==> src/rtl/ppc_pkg.sv <==
`timescale 1ns / 1ps
// Shared sizes, types and codes of the polygon point containment block.
// Depends on nothing; every other file but ppc_ram imports it.
package ppc_pkg;

   localparam int MAX_VERTICES = 1024;
   localparam int COORD_BITS   = 32;

   // Fixed widths of the channel fields.
   localparam int FIELD_BITS = 32;
   localparam int TOTAL_BITS = 11;

   localparam int COORD_W   = (COORD_BITS < FIELD_BITS) ? COORD_BITS : FIELD_BITS;
   localparam int DIFF_BITS = COORD_W + 1;
   localparam int PROD_BITS = 2 * DIFF_BITS;
   localparam int VERT_BITS = 2 * COORD_W;
   localparam int ADDR_BITS = $clog2(MAX_VERTICES);
   localparam int CNT_BITS  = $clog2(MAX_VERTICES + 1);
   localparam int HITS_BITS = $clog2(2 * MAX_VERTICES + 1) + 1;

   typedef logic [1:0] func_type;

   localparam func_type FUNC_CLEAR  = 2'd0;
   localparam func_type FUNC_APPEND = 2'd1;
   localparam func_type FUNC_TEST   = 2'd2;

   typedef logic signed [COORD_W-1:0]   coord_type;
   typedef logic signed [DIFF_BITS-1:0] diff_type;
   typedef logic signed [PROD_BITS-1:0] prod_type;

   localparam coord_type COORD_MAX = {1'b0, {(COORD_W-1){1'b1}}};
   localparam coord_type COORD_MIN = {1'b1, {(COORD_W-1){1'b0}}};

   // Crossing count steps.
   localparam logic signed [2:0] DELTA_NONE = 3'sd0;
   localparam logic signed [2:0] DELTA_UP   = 3'sd1;
   localparam logic signed [2:0] DELTA_DOWN = -3'sd1;
   localparam logic signed [2:0] DELTA_FULL = 3'sd2;

   // A vertex relative to the test point.
   typedef struct packed {
      diff_type dx;
      diff_type dy;
   } rel_point_type;

   // What one edge contributes to the test.
   typedef struct packed {
      logic             on_edge;
      logic             need_cross;
      logic signed [2:0] delta;
   } edge_class_type;

endpackage

==> src/rtl/ppc_mul.sv <==
`timescale 1ns / 1ps
// Shared signed multiplier with a registered product, used for both cross product terms.
// Depends on ppc_pkg.
module ppc_mul import ppc_pkg::*; (
   input  logic     clock,
   input  diff_type mul_a,
   input  diff_type mul_b,
   output prod_type prod
);
   prod_type prod_ff;
   prod_type prod_in;

   assign prod_in = prod_type'(mul_a) * prod_type'(mul_b);

   always_ff @(posedge clock) begin
      prod_ff <= prod_in;
   end

   assign prod = prod_ff;
endmodule

==> config.mk <==
export PLATFORM = sky130hd
export DESIGN_NAME = ppc_mul
export DESIGN_NICKNAME = d
export VERILOG_FILES = /design/src/rtl/ppc_pkg.sv /design/src/rtl/ppc_mul.sv
export SDC_FILE = /design/constraint.sdc
export NUM_CORES = 2
export LEC_CHECK = 0
export BUFFER_PORTS_ARGS = -buffer_cell sky130_fd_sc_hd__buf_2
export CORE_AREA = 3 3 275 277
export DETAILED_ROUTE_END_ITERATION = 10
export DIE_AREA = 0 0 278 280
export MAX_ROUTING_LAYER = met4
export PLACE_DENSITY = 0.77
export SYNTH_ARGS = -nofsm -noshare
export SYNTH_HDL_FRONTEND = slang
export SYNTH_SLANG_ARGS = --single-unit
==> constraint.sdc <==
create_clock -name clock -period 9.15 [get_ports clock]
set_input_delay 0.915 -clock clock [delete_from_list [all_inputs] [get_ports clock]]
set_output_delay 0.915 -clock clock [all_outputs]
set_load 0.01 [all_outputs]
; Yosys cells after proc, flatten, opt, wreduce, memory -nomap -nowiden
; Cells that the tools add are included.
[word_totals]
register_bits = 66
[classes]
mul = 1
[ops]
columns = operator, count
row1 = multiplier 33 x 33 -> 66 bit, 1

; Depth between registers and ports, before layout
[logic_depth]
depth_word = 1
ltp_mapped = 29
ltp_nobuf = 27

; Worst setup path after synthesis
; No wires, ideal clock.
[synth_path]
path_type = input to register
start = in mul_a[32]
end = reg prod_ff[65] (netlist: prod[65])
path_stages = 22
n_path_buf = 2
slack_ns = 1.014
arrival_time_ns = 8.064
required_ns = 9.078
cell_sequence = clkbuf_1 -> nand2_1 -> inv_1 -> fa_1 -> fa_1 -> fa_1 -> fa_1 -> fa_1 -> fa_1 -> fa_1 -> inv_1 -> fa_1 -> inv_1 -> ha_1 -> clkbuf_1 -> a21o_1 -> a21o_1 -> a221o_1 -> a31oi_2 -> o211ai_1 -> o41ai_2 -> xnor2_1
[synth_via]
elab_chain_len = 1
[synth_lines]
columns = element, line_no
row1 = "start, declared", ppc_mul.sv:6  ; input diff_type mul_a,
row2 = multiplier 33 x 33 -> 66 bit, ppc_mul.sv:13  ; assign prod_in = prod_type'(mul_a) * prod_type'(mul_b);
row3 = net prod_in[65], ppc_mul.sv:11  ; prod_type prod_in;
row4 = "end signal, assigned", ppc_mul.sv:16  ; prod_ff <= prod_in;
row5 = "end, declared", ppc_mul.sv:10  ; prod_type prod_ff;
; The timed path passes the listed nets, and every way through them passes these cells.

; Worst setup path after layout
[layout_path]
start = in mul_b[5]
end = reg prod_ff[65] (netlist: prod[65])
[layout_via]
elab_chain_len = 1
[layout_lines]
columns = element, line_no
row1 = "start, declared", ppc_mul.sv:7  ; input diff_type mul_b,
row2 = multiplier 33 x 33 -> 66 bit, ppc_mul.sv:13
row3 = net prod_in[65], ppc_mul.sv:11
; The timed path passes the listed nets, and every way through them passes these cells.

==> results.yml <==
run_status:
  status: "completed"
route:
  drc: 0
  totalWireLength_mm: 103
  drtAntennaViolNets: 0
  firstDrtPassIters: 6
  wl_per_cell_um: 19.6
  via_per_inst: 5.45
  routed-via-count: 28700
  drt_iter0_drc: 1903
timing:
  fin_crit_sh_pct: 93.4
  max_freq_mhz: 117
  slew_headroom_pct: 39.5
  min_period_ns: 8.55
  rsz0062_at_grt: "no"
  setup_tns_ns: 0
  worst_slew_pin_slew_ns: 0.907
  hold_viol_final: 0
  setup_violations: 0
  slew_violations: 0
floorplan:
  die_h_um: 280
  num_rows: 99
  coreArea_um2: 73100
  ios: 133
  initial_utilization_pct: 55.2
  dieArea_um2: 77800
  die_w_um: 278
min_path:
  hold_start: "mul_b[0]"
  hold_class: "primary input to flip-flop"
  holdPathStages: 3
  holdPathEnd: "prod[0]"
place:
  io_buffer_count: 132
  place_area_um2: 41900
  numPlacedInstances: 5237
  place_congestion: 0.948
  hpwlAfterDp_mm: 86.6
logic_synthesis:
  yosys.cell_types.count: 61
  synthesis.area_um2: 40400
  synthCells: 4302
  synthFlopType: "dfxtp_1"
  yosysSeqAreaShare_pct: 3.27
  synth_warnings: 0
  syn-num-nets: 5731
  synth_edf_count: 0
  syn_avg_cell_area_um2: 9.38
  ys_ff_latch: 66
  synthArstFlopShare_pct: 0
finish:
  stdcell_count: 5258
  multi_input_area_um2: 34000
  syn_to_final_growth_pct: 4.52
  final_nets: 5718
  fin_area_um2: 42200
  n_fill_cell: 6316
  largest_reg_flops: 66
  ff_latch_area_um2: 1320
  drive_gt1_share_pct: 5.45
cts:
  postCtsResizedCells: 0
  clock_sinks: 66
  cts_buffers: 9
  post_cts.repair.setup_buffers: 0
  postCtsHoldBufs: 0
  cts_buffer_depth: 2
  cts_tree: "built"
  clk_pin_slew_ns: 0.07
  clockRootBuffer: "clkbuf_16"
  htree_levels: 3
critical_path:
  worstSetupPathType: "primary input to flip-flop"
  crit_fanout: 19
  crit_required_ns: 9.42
  startpoint_type: "primary input"
  critical_path_arrival_ns: 8.82
  end_kind: "flip-flop"
global_route:
  antenna_found_initial: 6
  gr-total-overflow: 0
  grt_pass1_wl_mm: 171
  grt_max_degree: 34
  grt_pass1_vias: 32100
  grt_usage_pct: 29.1
run:
  cap_violations: 0
cell usage in the layout, fill, tap and decap left out, drive strengths merged, types with 10 or more instances in the layout:
master,n
xor2,20
a21oi,73
a31oi,10
ha,217
a21o,28
nand3,18
nand2,543
o21ai,43
buf,197
and2,563
nor2,47
inv,1133
dfxtp,66
fa,1145
xnor2,55
clkbuf,11
Yosys cell counts (5+ instances only):
| cell | instances | area (µm²) |
|---|---|---|
| a31oi_1 | 9 | 56.3 |
| dfxtp_1 | 66 | 1320 |
| a21oi_1 | 73 | 365 |
| ha_1 | 217 | 2720 |
| nor4_1 | 5 | 31.3 |
| nand2b_1 | 9 | 56.3 |
| o21bai_1 | 8 | 60.1 |
| o21ai_1 | 5 | 25.0 |
| o21ai_0 | 37 | 185 |
| xor2_1 | 20 | 175 |
| o211ai_1 | 7 | 52.6 |
| nor3_1 | 7 | 35.0 |
| fa_1 | 1145 | 22900 |
| and4_1 | 7 | 61.3 |
| o21a_1 | 7 | 52.6 |
| nand2_1 | 543 | 2040 |
| nand4_1 | 9 | 56.3 |
| xnor2_1 | 55 | 482 |
| and2_1 | 562 | 3520 |
| and3_1 | 7 | 43.8 |
| clkbuf_1 | 220 | 826 |
| a211oi_1 | 5 | 37.5 |
| nor2_1 | 47 | 176 |
| inv_1 | 1133 | 4250 |
| nand3_1 | 18 | 90.1 |
| a21o_1 | 28 | 210 |
layout make-up:
class                      count  area share, %
clock inverter                 5          0.130
sequential                    66           3.13
tap                          959           2.84
timing repair buffer         197           2.75
antenna                        5         0.0297
clock buffer                  11          0.552
inverter                    1133           10.1
multi-input combinational   2882           80.5
kinds of logic after synthesis:
kind of cell,count (synthesis),synth area share [%]
XOR/XNOR,75,1.63
AO/OA/AOI/OAI,217,3.60
buffers and inverters,1354,12.6
AND/OR/NAND/NOR,1228,15.4
adder cells (fa/ha/maj),1362,63.5
flip-flops,66,3.27
worst max-delay path: stages:
cell      delay, ns
buf_2          0.36
buf_4          0.33
nand2_1        0.10
fa_1           0.47
fa_1           0.49
inv_1          0.05
fa_1           0.52
inv_1          0.07
fa_1           0.49
fa_1           0.51
inv_1          0.05
fa_1           0.48
fa_1           0.52
inv_1          0.06
fa_1           0.48
inv_1          0.05
ha_1           0.42
and4_1         0.25
and2_1         0.22
and4_1         0.23
a211oi_2       0.14
o31ai_2        0.65
a31oi_2        0.17
buf_4          0.22
o211ai_1       0.30
o41ai_2        0.10
xnor2_1        0.12
worst max-delay path by stage:
| stage | start | endpoint | slack, ns | depth (start not counted) |
|---|---|---|---|---|
| after global placement | mul_b[10] | prod[65] | 0.37 | 25 |
| after floorplan | mul_a[32] | prod[65] | 1.01 | 22 |
| after global routing | mul_b[2] | prod[65] | 0.31 | 23 |
| final | mul_b[5] | prod[65] | 0.60 | 27 |
| after CTS | mul_b[2] | prod[65] | 0.65 | 23 |
| after detailed placement | mul_b[2] | prod[65] | 0.26 | 23 |
per-stage QoR:
stage	worst slack, ns	hold WS, ns	util, %
after floorplan	1.01	1.04	-
after global placement	0.373	1.31	57.3
after detailed placement	0.263	1.31	57.3
after CTS	0.653	1.13	57.7
after global routing	0.308	1.16	57.7
final	0.600	1.16	57.7
metal layers:
metal / GRT usage [%] / vias to the layer above / wire length (µm)
met4: 12.8 / 0 / 5320
met5: - / - / 0
met3: 3.89 / 286 / 6740
met1: 35.6 / 15000 / 38100
met2: 48.8 / 1186 / 52800
li1: - / 12200 / -
Power is left out: the tool's default activity adds up to more than one toggle a clock period on the data nets, which glitch-free logic cannot reach.
