## config.mk

```make
export PLATFORM = sky130hd
export DESIGN_NAME = ppc_edge
export DESIGN_NICKNAME = d
export VERILOG_FILES = /design/src/rtl/ppc_pkg.sv /design/src/rtl/ppc_edge.sv
export SDC_FILE = /design/constraint.sdc
export NUM_CORES = 1
export LEC_CHECK = 0
export BUFFER_PORTS_ARGS = -buffer_cell sky130_fd_sc_hd__buf_4
export CAP_MARGIN = 20
export CELL_PAD_IN_SITES_DETAIL_PLACEMENT = 1
export CELL_PAD_IN_SITES_GLOBAL_PLACEMENT = 2
export CORE_ASPECT_RATIO = 1.4
export CORE_MARGIN = 5
export CORE_UTILIZATION = 10
export DETAILED_ROUTE_END_ITERATION = 16
export PLACE_DENSITY = 0.95
export SYNTH_ARGS = -nofsm -noshare
export SYNTH_HDL_FRONTEND = slang
export SYNTH_SLANG_ARGS = --single-unit
```

## constraint.sdc

```tcl
create_clock -name vclk -period 2.85
set_input_delay 0.57 -clock vclk [all_inputs]
set_output_delay 0.57 -clock vclk [all_outputs]
set_load 0.02 [all_outputs]
```

## src/rtl/ppc_pkg.sv

```systemverilog
`timescale 1ns / 1ps
// Shared sizes, types and codes of the polygon point containment block.
// Depends on nothing; every other file but ppc_ram imports it.
package ppc_pkg;

   localparam int MAX_VERTICES = 1024;
   localparam int COORD_BITS   = 32;

   // Fixed widths of the channel fields.
   localparam int FIELD_BITS = 32;
   localparam int TOTAL_BITS = 11;

   localparam int COORD_W   = (COORD_BITS < FIELD_BITS) ? COORD_BITS : FIELD_BITS;
   localparam int DIFF_BITS = COORD_W + 1;
   localparam int PROD_BITS = 2 * DIFF_BITS;
   localparam int VERT_BITS = 2 * COORD_W;
   localparam int ADDR_BITS = $clog2(MAX_VERTICES);
   localparam int CNT_BITS  = $clog2(MAX_VERTICES + 1);
   localparam int HITS_BITS = $clog2(2 * MAX_VERTICES + 1) + 1;

   typedef logic [1:0] func_type;

   localparam func_type FUNC_CLEAR  = 2'd0;
   localparam func_type FUNC_APPEND = 2'd1;
   localparam func_type FUNC_TEST   = 2'd2;

   typedef logic signed [COORD_W-1:0]   coord_type;
   typedef logic signed [DIFF_BITS-1:0] diff_type;
   typedef logic signed [PROD_BITS-1:0] prod_type;

   localparam coord_type COORD_MAX = {1'b0, {(COORD_W-1){1'b1}}};
   localparam coord_type COORD_MIN = {1'b1, {(COORD_W-1){1'b0}}};

   // Crossing count steps.
   localparam logic signed [2:0] DELTA_NONE = 3'sd0;
   localparam logic signed [2:0] DELTA_UP   = 3'sd1;
   localparam logic signed [2:0] DELTA_DOWN = -3'sd1;
   localparam logic signed [2:0] DELTA_FULL = 3'sd2;

   // A vertex relative to the test point.
   typedef struct packed {
      diff_type dx;
      diff_type dy;
   } rel_point_type;

   // What one edge contributes to the test.
   typedef struct packed {
      logic             on_edge;
      logic             need_cross;
      logic signed [2:0] delta;
   } edge_class_type;

endpackage

```

## src/rtl/ppc_edge.sv

```systemverilog
`timescale 1ns / 1ps
// Classifies one polygon edge, shifted so the test point is the origin.
// Depends on ppc_pkg.
module ppc_edge import ppc_pkg::*; (
   input  rel_point_type  prev,
   input  rel_point_type  cur,
   output edge_class_type cls
);
   logic zx1, nx1, px1, zy1, ny1, py1;
   logic zx2, nx2, px2, zy2, ny2, py2;

   assign zx1 = (prev.dx == '0);
   assign nx1 = prev.dx[DIFF_BITS-1];
   assign px1 = !zx1 && !nx1;
   assign zy1 = (prev.dy == '0);
   assign ny1 = prev.dy[DIFF_BITS-1];
   assign py1 = !zy1 && !ny1;
   assign zx2 = (cur.dx == '0);
   assign nx2 = cur.dx[DIFF_BITS-1];
   assign px2 = !zx2 && !nx2;
   assign zy2 = (cur.dy == '0);
   assign ny2 = cur.dy[DIFF_BITS-1];
   assign py2 = !zy2 && !ny2;

   always_comb begin
      cls.on_edge    = 1'b0;
      cls.need_cross = 1'b0;
      cls.delta      = DELTA_NONE;
      priority if (zy1 && zy2) begin
         // Horizontal edge on the point's row: inside if the ends straddle or touch it.
         cls.on_edge = zx1 || zx2 || (nx1 != nx2);
      end else if (zy1) begin
         if (zx1) begin
            cls.on_edge = 1'b1;
         end else if (px1) begin
            cls.delta = py2 ? DELTA_UP : DELTA_DOWN;
         end
      end else if (zy2) begin
         if (zx2) begin
            cls.on_edge = 1'b1;
         end else if (px2) begin
            cls.delta = ny1 ? DELTA_UP : DELTA_DOWN;
         end
      end else if (py1 != py2) begin
         if (px1 && px2) begin
            cls.delta = DELTA_FULL;
         end else if (zx1 || zx2 || (nx1 != nx2)) begin
            cls.need_cross = 1'b1;
         end
      end else begin
         // Both ends strictly on the same side of the point's row: no crossing.
         cls.delta = DELTA_NONE;
      end
   end
endmodule

```

[After elaboration in Yosys (flattened, before gate mapping)]
Cells that the tools add are included.
Cells by class
  equal/unequal tests: 2
  multiplexer cells: 21
  reduce and logical (&&, ||, !) cells: 20
Operator list (count)
  $logic_not 33->1: 4
  $mux 3: 8
  $mux 1: 10
  $logic_not 1->1: 8
  $logic_and 1x1->1: 6
  $mux 2: 2
  $mux 4: 1
  $logic_or 1x1->1: 2
  $ne 1x1->1: 2
Word-level totals
  output and inout port bits: 5
  input port bits: 132
  flip-flop bits (word level): 0

[Logic depth before layout (Yosys ltp)]
Gate-level depths: netlist (run 1).
  depth in word-level cells: 9
  gate-level depth with buffers: 6
  mapped depth without buffers: 6

[Worst setup path after synthesis (run 1)]
OpenSTA, ideal clock, no wires.
  kind: input port to output port
  from: in cur[26] in the netlist's numbering
  to: out cls[2] in the netlist's numbering
  path slack: 0.242 ns
  stages on the path: 6
  arrival time: 2.038 ns
  data required time: 2.280 ns
  path buffers: 0
  path through: nor4_1 nand2_1 nor4_4 nand2_2 or3_1 a21oi_1
RTL lines
  start, declared: line ppc_edge.sv:6  | input rel_point_type cur,
  end, declared: line ppc_edge.sv:7  | output edge_class_type cls

==> impl_metrics.py, run 1 <==
metrics = {
    "cts": {
        "ctsHoldBuffers": 0,
    },
    "floorplanning": {
        "chipHeight_um": 87.6,
        "design.die.area_um2": 5730,
        "core_um2": 4200,
        "std_cell_rows": 28,
        "initial_utilization_pct": 10.2,
        "num_io_pins": 137,
        "fp.dieW_um": 65.4,
    },
    "setup_path": {
        "required_ps": 2280,
        "critPathCaptureType": "output port",
        "worstPathArrival_ps": 2180,
        "crit_path_max_fanout": 3,
        "critPathKind": "in2out",
        "start_kind": "input pin",
    },
    "routing": {
        "drt_first_pass_iters": 3,
        "routed_wl_um": 3670,
        "ant_nets": 0,
        "drt-vias-per-instance": 4.84,
        "drc_errors": 0,
        "routedWlPerCell_um": 14.3,
        "num_vias": 1243,
        "drt-initial-drc-count": 13,
    },
    "timing": {
        "drv_slew": 0,
        "max_slew_margin_pct": 79.6,
        "final_hold_viol_count": 0,
        "fin_crit_ps": 2750,
        "tightestPinTransition_ps": 302,
        "tns_ps": 0,
        "setup_viol_count_final": 0,
        "hold_ws_ps": 1440,
        "layout_setup_ws_ps": 98.8,
        "fmax_ghz": 0.363,
        "period_share_pct": 96.5,
        "rsz0062_at_grt": "yes",
    },
    "pwr": {
        "ir_drop_mv": 0.0430,
        "power_density_nw_per_um2": 107,
        "p_leak_nw": 0.756,
        "p_total_uw": 167,
    },
    "finish": {
        "design.seq.count": 0,
        "drive_above_1_share_pct": 68.9,
        "synthToLayoutAreaGrowth_pct": 263,
        "nClkBuffers": 0,
        "fillers": 548,
        "nets": 346,
        "seqCellArea_um2": 0,
        "final_design_area_no_fill_um2": 1560,
        "fin_cells": 257,
        "postLayoutCoreUtil_pct": 37.2,
        "diodes": 0,
    },
    "hold_path": {
        "hold_end": "cls[2]",
        "hold_start": "prev[32]",
        "hold_class": "in2out",
        "hold-path-cell-count": 3,
    },
    "grt": {
        "grt_start_max_net_pins": 6,
        "grt_usage_pct": 11.3,
        "grt_pass1_vias": 1307,
        "overflow": 0,
        "antenna_found_initial": 0,
        "grt_pass1_wl_um": 5310,
    },
    "placement": {
        "dp_slack_ps": 58.5,
        "dpl.hpwl_um": 3560,
        "placed_cells": 257,
        "dpl-instance-area_um2": 1540,
        "portBuffers": 137,
        "place_congestion": 0.736,
    },
    "synthesis": {
        "synth.net_count": 204,
        "seq_area_frac_synth_pct": 0,
        "netlist_area_um2": 430,
        "yosys.area.top_type_share_pct": 49.4,
        "avgSynthCellArea_um2": 5.98,
        "synth_cells": 72,
        "synth_most_common_cell": "nor4_1",
        "netlist_top_cells_count": "34 x nor4_1, 8 x nand2_1, 6 x nand4_1",
        "ys_types": 17,
        "synth_largest_area_cell": "nor4_1",
        "synth_warnings": 0,
        "synth_area_leaders": "nor4_1 49%, nand4_1 8.7%, nand2_1 7.0%",
    },
    "status": {
        "status": "finished, final reports clean",
    },
    "flow_run": {
        "drv_cap": 0,
    },
}
==> how the worst max path moves through the flow <==
stage	startpoint	to	slack, ps	depth (start not counted)
global route	cur[6]	cls[4]	-10	9
CTS	cur[26]	cls[1]	50	8
finish	cur[9]	cls[1]	100	8
detailed placement	cur[26]	cls[1]	60	8
floorplan	cur[26]	cls[2]	240	6
global placement	cur[25]	cls[4]	80	9
==> final cells by class <==
type                            count  area (um^2)  area share, %
Tap cell                           45         56.3           3.60
Inverter                            2         7.51          0.480
Timing Repair Buffer              140         1050           67.3
Multi-Input combinational cell     70          448           28.7
==> metal layers <==
metal | vias to the layer above | wire length [um] | part of all wire (%) | GRT usage [%]
met1 | 546 | 1150 | 31 | 11.2
met4 | 0 | 0 | 0 | 0
li1 | 602 | - | - | -
met3 | 0 | 655 | 18 | 4.36
met2 | 95 | 1870 | 51 | 23.0
met5 | - | 0 | 0 | 0
==> power breakdown <==
group,internal (mW),leakage (nW),switching (mW)
Combinational,0.124,0.756,0.0424
Clock,0,0,0
Sequential,0,0,0
Total,0.124,0.756,0.0424
==> cell families (layout without fill, tap and decap cells) <==
group / count (synthesis) / after routing / share of synthesized area [%]
buffers and inverters: 2 / 142 / 1.74
and+or+nand+nor: 63 / 63 / 86.6
AOI/OAI and AO/OA: 7 / 7 / 11.6
==> layout by cell type (no fill, tap or decap), drive strengths merged <==
master / Yosys / layout
or4: 1 / 1
or3: 2 / 2
nand4: 6 / 6
a211oi: 1 / 1
buf: 0 / 140
o21bai: 1 / 1
nor3: 3 / 3
nor2: 4 / 4
nand2: 9 / 9
a21oi: 1 / 1
a311o: 1 / 1
a31oi: 2 / 2
o31ai: 1 / 1
nor4: 35 / 35
inv: 2 / 2
nand3: 3 / 3
==> critical path, stage by stage <==
cell     delay (ps)
buf_4           110
nor4_2          250
nand2_1         140
nor4_4          340
nand2_2         100
or4_1           430
nand3_1         100
buf_4           140
==> what timing repair did <==
action                     4_1_cts  5_1_grt
buffers inserted                 0        0
gates resized for setup          0        4
setup endpoints to repair        0        4
(Power assumes the default switching activity.)
==> inputs of run 2 (changes only) <==
SETUP_SLACK_MARGIN = 0.3   (was not set)
==> run 2 against run 1 <==
  * Power is 18% higher
  * Wire length is 16% higher
  * First-iteration DRC count is 15% lower
  * Cell count is 1.2% higher
  * Utilization is 6.5 points higher
  * Via count is 2.8% higher
  * Sequential share of layout area stayed put
  * Critical path depth stayed put
  * Die area stayed put
  * Largest cell class unchanged
  * Largest power group unchanged
  * Highest routed layer is now met4
==> impl_metrics.py, run 2 (synthesis gave the netlist of run 1 again) <==
metrics = {
    "grt": {
        "overflow": 0,
        "grt_pass1_wl_um": 5840,
        "grt_usage_pct": 12.4,
        "grt_start_max_net_pins": 6,
        "grt_pass1_vias": 1394,
        "antenna_found_initial": 0,
    },
    "routing": {
        "ant_nets": 0,
        "routed_wl_um": 4260,
        "num_vias": 1278,
        "drt_first_pass_iters": 4,
        "drt-initial-drc-count": 11,
        "drc_errors": 0,
        "drt-vias-per-instance": 4.92,
        "routedWlPerCell_um": 16.4,
    },
    "timing": {
        "tightestPinTransition_ps": 428,
        "final_hold_viol_count": 0,
        "fin_crit_ps": 2800,
        "hold_ws_ps": 1440,
        "tns_ps": 0,
        "max_slew_margin_pct": 71.3,
        "period_share_pct": 98.3,
        "drv_slew": 0,
        "rsz0062_at_grt": "yes",
        "setup_viol_count_final": 0,
        "fmax_ghz": 0.357,
    },
    "setup_path": {
        "critPathCaptureType": "output port",
        "crit_path_frequent_cell": "nand2_2",
        "required_ps": 2280,
        "crit_path_cell_trace": "buf_4 -> nor4_2 -> nand2_2 -> nor4_4 -> nand2_2 -> or3_4 -> a21oi_2 -> buf_6",
        "crit_slowest_cell": "or3_4",
        "critPathKind": "in2out",
        "crit_path_max_fanout": 3,
        "max_stage_delay_ps": 400,
        "start_kind": "input pin",
        "crit_family": "simple AND/OR/NAND/NOR gates",
        "worstPathArrival_ps": 2230,
        "path_buf_inv": 2,
    },
    "floorplanning": {
        "design.die.area_um2": 5730,
        "initial_utilization_pct": 10.2,
        "fp.dieW_um": 65.4,
        "num_io_pins": 137,
        "std_cell_rows": 28,
        "core_um2": 4200,
        "chipHeight_um": 87.6,
    },
    "status": {
        "status": "finished, final reports clean",
    },
    "finish": {
        "final_cell_mix": "129 x buf_4, 20 x nor4_1, 14 x buf_6, 9 x nor4_4",
        "design.seq.count": 0,
        "drive_above_1_share_pct": 78.6,
        "diodes": 0,
        "nClkBuffers": 0,
        "layout_commonest_cell": "buf_4",
        "nets": 349,
        "fillers": 530,
        "synthToLayoutAreaGrowth_pct": 326,
        "seqCellArea_um2": 0,
    },
    "pwr": {
        "p_leak_nw": 0.813,
        "power_density_nw_per_um2": 107,
        "ir_drop_mv": 0.0494,
    },
    "placement": {
        "portBuffers": 137,
        "place_congestion": 0.686,
        "dpl.hpwl_um": 3590,
    },
    "hold_path": {
        "hold_class": "in2out",
    },
    "flow_run": {
        "drv_cap": 0,
    },
}
## run 2: changes by cell type in the layout (fill, tap and decap cells not counted), moves of 2 or more
cell     before  now
nand2_1       8    6
buf_6         0   14
nor4_4        1    9
nor4_1       30   20
buf_4       140  129
nand2_2       1    3
or3_4         0    2
or3_1         2    0
nor4_2        4    6
## run 2: area by class of cell
type                            instances  area, um^2  area share [%]
Inverter                                2        7.51           0.409
Multi-Input combinational cell         70         646            35.2
Tap cell                               45        56.3            3.07
Timing Repair Buffer                  143        1130            61.3
## run 2: final timing paths
check / startpoint / endpoint / slack (ps) / cells past startpoint
setup / recovery: cur[17] / cls[2] / 50 / 8
hold / removal: prev[32] / cls[2] / 1440 / 3
## run 2: metrics by stage
step                      util [%]  total power [mW]  setup WS (ps)  cells  area [um^2]
after global routing          43.7             0.210          -48.7    260         1840
final                         43.7             0.196           48.2    260         1840
after floorplan                  -            0.0170            317     72          434
after global placement        36.7             0.163           80.3    257         1540
after detailed placement      36.7             0.166           85.3    257         1540
after CTS                     38.7             0.175            134    258         1630
## run 2: what timing repair did
item / 4_1_cts / 5_1_grt
hold buffers: 0 / 0
resized for setup: 15 / 32
endpoints found under the setup margin: 5 / 5
pin swaps: 4 / 11
buffers inserted: 1 / 2
## run 2: metal layers
metal	part of all wire [%]	GRT usage, %
met2	56	26.3
met4	1.2	0.755
met1	27	11.5
met3	15	4.36
met5	0	0
## run 2: where the power goes
group          switching [mW]  internal [mW]
Clock                       0              0
Combinational          0.0606          0.136
Sequential                  0              0
